==> config.mk <==
export PLATFORM = sky130hd
export DESIGN_NAME = dpcm_page_mem
export DESIGN_NICKNAME = d
export VERILOG_FILES = /design/src/rtl/core/dpcm_page_mem.sv
export SDC_FILE = /design/constraint.sdc
export NUM_CORES = 2
export LEC_CHECK = 0
export BUFFER_PORTS_ARGS = -buffer_cell sky130_fd_sc_hd__buf_2
export CAP_MARGIN = 20
export CORE_MARGIN = 8
export CORE_UTILIZATION = 30
export CTS_CLUSTER_DIAMETER = 40
export DETAILED_ROUTE_END_ITERATION = 6
export PLACE_DENSITY = 0.47
export SYNTH_ARGS = -nofsm -noshare
export SYNTH_HDL_FRONTEND = slang
export SYNTH_SLANG_ARGS = --single-unit
==> constraint.sdc <==
create_clock -name clk -period 2 [get_ports clk]
set_input_delay 0.1 -clock clk [delete_from_list [all_inputs] [get_ports clk]]
set_output_delay 0.1 -clock clk [all_outputs]
set_load 0.005 [all_outputs]
==> src/rtl/core/dpcm_page_mem.sv <==
// Page table memory: one synchronous read port, one write port.
`default_nettype none
module dpcm_page_mem #(
  parameter int DEPTH = 512,
  parameter int AW    = 9,
  parameter int DW    = 7
) (
  input  wire logic          clk,
  input  wire logic [AW-1:0] raddr,
  output logic      [DW-1:0] rdata,
  input  wire logic          we,
  input  wire logic [AW-1:0] waddr,
  input  wire logic [DW-1:0] wdata
);
  logic [DW-1:0] mem [DEPTH];
  always_ff @(posedge clk) begin
    if (we) mem[waddr] <= wdata;
    rdata <= mem[raddr];
  end
endmodule
`default_nettype wire

# ---- Yosys cells after proc, flatten, opt, wreduce, memory -nomap -nowiden
# Memories as Yosys holds them, arrays and structs flattened. A register that Yosys moved wholly into a read port is not among the register bits.
# Cells that the tools add are included.
dict set report totals {
  ff_bits 0
  ramBits 3584
  in_bits 27
  output_inout_bits 7
  word_cells 3
  memories 1
}
dict set report op_classes {
  n_mux 2
}
# memory depth word_bits rd rd_clocked_by_memory_dff wr line_no
set memory_table {}
lappend memory_table {mem 512 7 1 1 1 15} ;# logic [DW-1:0] mem [DEPTH];
# cell count
set ops {}
lappend ops {{two-way mux 1 bit} 2}

# ---- Logic depth before layout (Yosys ltp)
dict set report logic_depth {
  ltp_word 2
  depth_mapped 14
  mapped_depth_nobuf 7
}

# ---- Worst setup path after synthesis
# Ideal clock, no wire load.
dict set report synth_timing {
  kind {input-to-reg}
  from {in raddr[0]}
  to {reg rdata[1] (read register of mem)}
  setup_ns 0.087
  t_arrival_ns 2.058
  required_ns 1.913
  path_slack_ns -0.145
  cell_stages 11
  n_path_buf 4
  path_cell_list {buf_6 > buf_12 > buf_12 > buf_12 > mux2i_1 > o221ai_2 > nor3_1 > or4_4 > nor4_2 > nand3b_1 > nor4b_2}
}
# element line_no
set synth_lines {}
lappend synth_lines {{from (decl)} 9} ;# input wire logic [AW-1:0] raddr,
lappend synth_lines {{to (decl)} 10} ;# output logic [DW-1:0] rdata,

==> flow_summary.ini <==
[yosys]
synth-edff-count = 3584
synth_area_leaders = edfxtp_1 (76%), mux4_2 (8.8%), mux2i_1 (4.6%)
syn_area_um2 = 141300
yosysMostFrequentCell = edfxtp_1
synth.cells.most_frequent = edfxtp_1 (3,584), mux2i_1 (643), nor2_1 (584), mux4_2 (554), o22ai_1 (213)
ys_ff_latch = 3591
ys_types = 73
synth_top_area_cell = edfxtp_1
avgSynthCellArea_um2 = 19.75
yosys_warnings = 0
ys.flop_type = edfxtp_1
yosysSeqAreaShare_pct = 76.25
syn_nets = 7181
syn_inst = 7154
async_reset_ff_share_pct = 0
synth_top_area_share_pct = 76.15

[setup_path]
required_ns = 2.87
crit_fanout = 2
crit_type = register to register
setup.worst_path.end_class = register
cp-startpoint = mem[340][3]
start_kind = register
r2r-start = mem[340][3]
reg2reg_depth = 10
cp.arrival_ns = 3.65
r2r_end = rdata[3]
r2r_slack_ns = -0.78

[detailed_routing]
post_drt_wl_per_cell_um = 26.95
antenna_left = 0
drt_iter0_markers = 7290
num_vias = 77207
vias_per_cell = 4.948
drt_first_pass_iters = 6
drt_wl_total_mm = 420.5
drcViolationCount = 0

[layout]
drive_gt1_share_pct = 34.62
final_area_um2 = 179600
finalCoreUtilization_pct = 38.19
nets = 8978
finalNonFillerCells = 15605
flow.area_growth_from_synthesis_pct = 27.05

[global_routing]
grt_pass1_wl_mm = 596.4
grt_start_max_net_pins = 125
grt_pass1_vias = 79793
antenna_found_initial = 24
overflow = 0
groute.usage.overall_pct = 16.56

[place]
dp_hpwl_mm = 280.4
dp.cells = 14682
place_area_um2 = 162200
port_buffers = 33
gp_congestion = 0.8505

[hold_path]
hp-class = primary input to register
whs_path_depth = 4
min_from = waddr[6]
hold_end = mem[225][4]

[sta]
rsz0062_at_grt = yes
fmax_ghz = 0.3595
finalWorstSetupSlack_ns = -0.7815
whs_ns = 0.09225
finalHoldViolCount = 0
fin_crit_sh_pct = 139.1
min_period_ns = 2.781
fin_tns_setup_ns = -4.474
setup_viol = 7
maxSlewViolCount = 0
finalClockSkew_ns = 0.05088
worstMarginPinSlew_ns = 1.033
relSlewSlack_pct = 31.04

[die]
rows = 252
coreArea_um2 = 470100
io_pins = 34
dieArea_um2 = 493300
die_h_um = 702.4
die_w_um = 702.4
initial_utilization_pct = 30.06

[outcome]
status = finished with violations
violations = setup timing

[power_and_ir_drop]
p_leak_nw = 60.62
power.density_nw_per_um2 = 1010
max-vdd-ir-drop_mv = 0.8053

[cts]
cts_tree = yes
clock_path_buffers = 4
cts.sinks = 3591
numCtsBuffers = 479
clk_pin_slew_ns = 0.06
cts_max_level = 5
root_buffer = clkbuf_16
clock_latency_ns = 0.98

[job]
drv_cap = 0
## cells in the final DEF, fill, tap and decap left out, types with 125 or more instances in the layout
master and n:
buf_12 212, buf_4 1510, clkbuf_16 486, edfxtp_1 3584, mux2i_1 642, mux4_2 559, nand2_1 125, nor2_1 580
o221ai_1 185, o22ai_1 209
## worst max-delay path by stage
stage | endpoint
floorplan | rdata[1]
global placement | rdata[3]
detailed placement | rdata[3]
CTS | rdata[3]
global route | rdata[3]
finish | rdata[3]
## repair_timing
item / 4_1_cts / 5_1_grt
hold endpoints to repair: 3397 / 0
endpoints found under the setup margin: 9 / 8
pin swaps: 25 / 12
hold buffers: 11 / 0
resized for setup: 46 / 12
setup buffers: 3 / 2
## sequential cells by signal, summed over array words and instances (netlist names)
register and cells:
mem 3584, rdata 7
## metal layers
| layer | vias up | share of wire, % | global-route usage [%] |
|---|---|---|---|
| met5 | - | 0.0093 | 0 |
| met4 | 6 | 2.4 | 3.690 |
| met3 | 579 | 6.0 | 2.734 |
| met2 | 2392 | 49 | 27.80 |
| met1 | 40709 | 43 | 22.61 |
| li1 | 33521 | - | - |
## per-stage QoR
| stage | total power, mW | worst slack (ns) |
|---|---|---|
| 2_1_floorplan | 88.60 | -0.07831 |
| 3_3_place_gp | 93.96 | -1.785 |
| 3_5_place_dp | 94.05 | -1.764 |
| 4_1_cts | 183.0 | -0.8511 |
| 5_1_grt | 186.3 | -0.8299 |
| 6_report | 181.3 | -0.7815 |
## power breakdown
group	leakage [nW]	internal, mW	switching [mW]
registers	32.3	82.9	0.127
clock network	8.11	54.5	34.3
logic	20.2	3.75	5.68
## layout make-up
type	instances	area [µm²]
diodes	5	12.51
multi-input cells	3104	31020
well taps	6223	7786
inverters	5	31.28
repair buffers	1770	16000
clock buffers	525	12310
fillers	42681	290600
clock inverters	382	4628
flip-flops and latches	3591	107800
## critical path: stages (launching register included)
cell      delay (ns)
edfxtp_1        0.37
mux4_2          0.49
a2111o_1        0.40
o41ai_2         0.06
buf_4           0.17
a221oi_2        0.05
nand4_1         0.18
buf_6           0.15
nand4_1         0.35
buf_4           0.29
and4b_1         0.17
## cells by family (layout without fill, tap and decap cells)
logic type      count (synthesis)  after routing  share of synthesized area [%]
buf+inv                       459           2682                          2.132
mux                          1264           1264                          14.38
compound gates                779            779                          3.878
simple gates                 1061           1061                          3.354
flops                        3591           3591                          76.25
other cells                     0              5                              0
No activity file was read; power rests on OpenSTA's default activity.
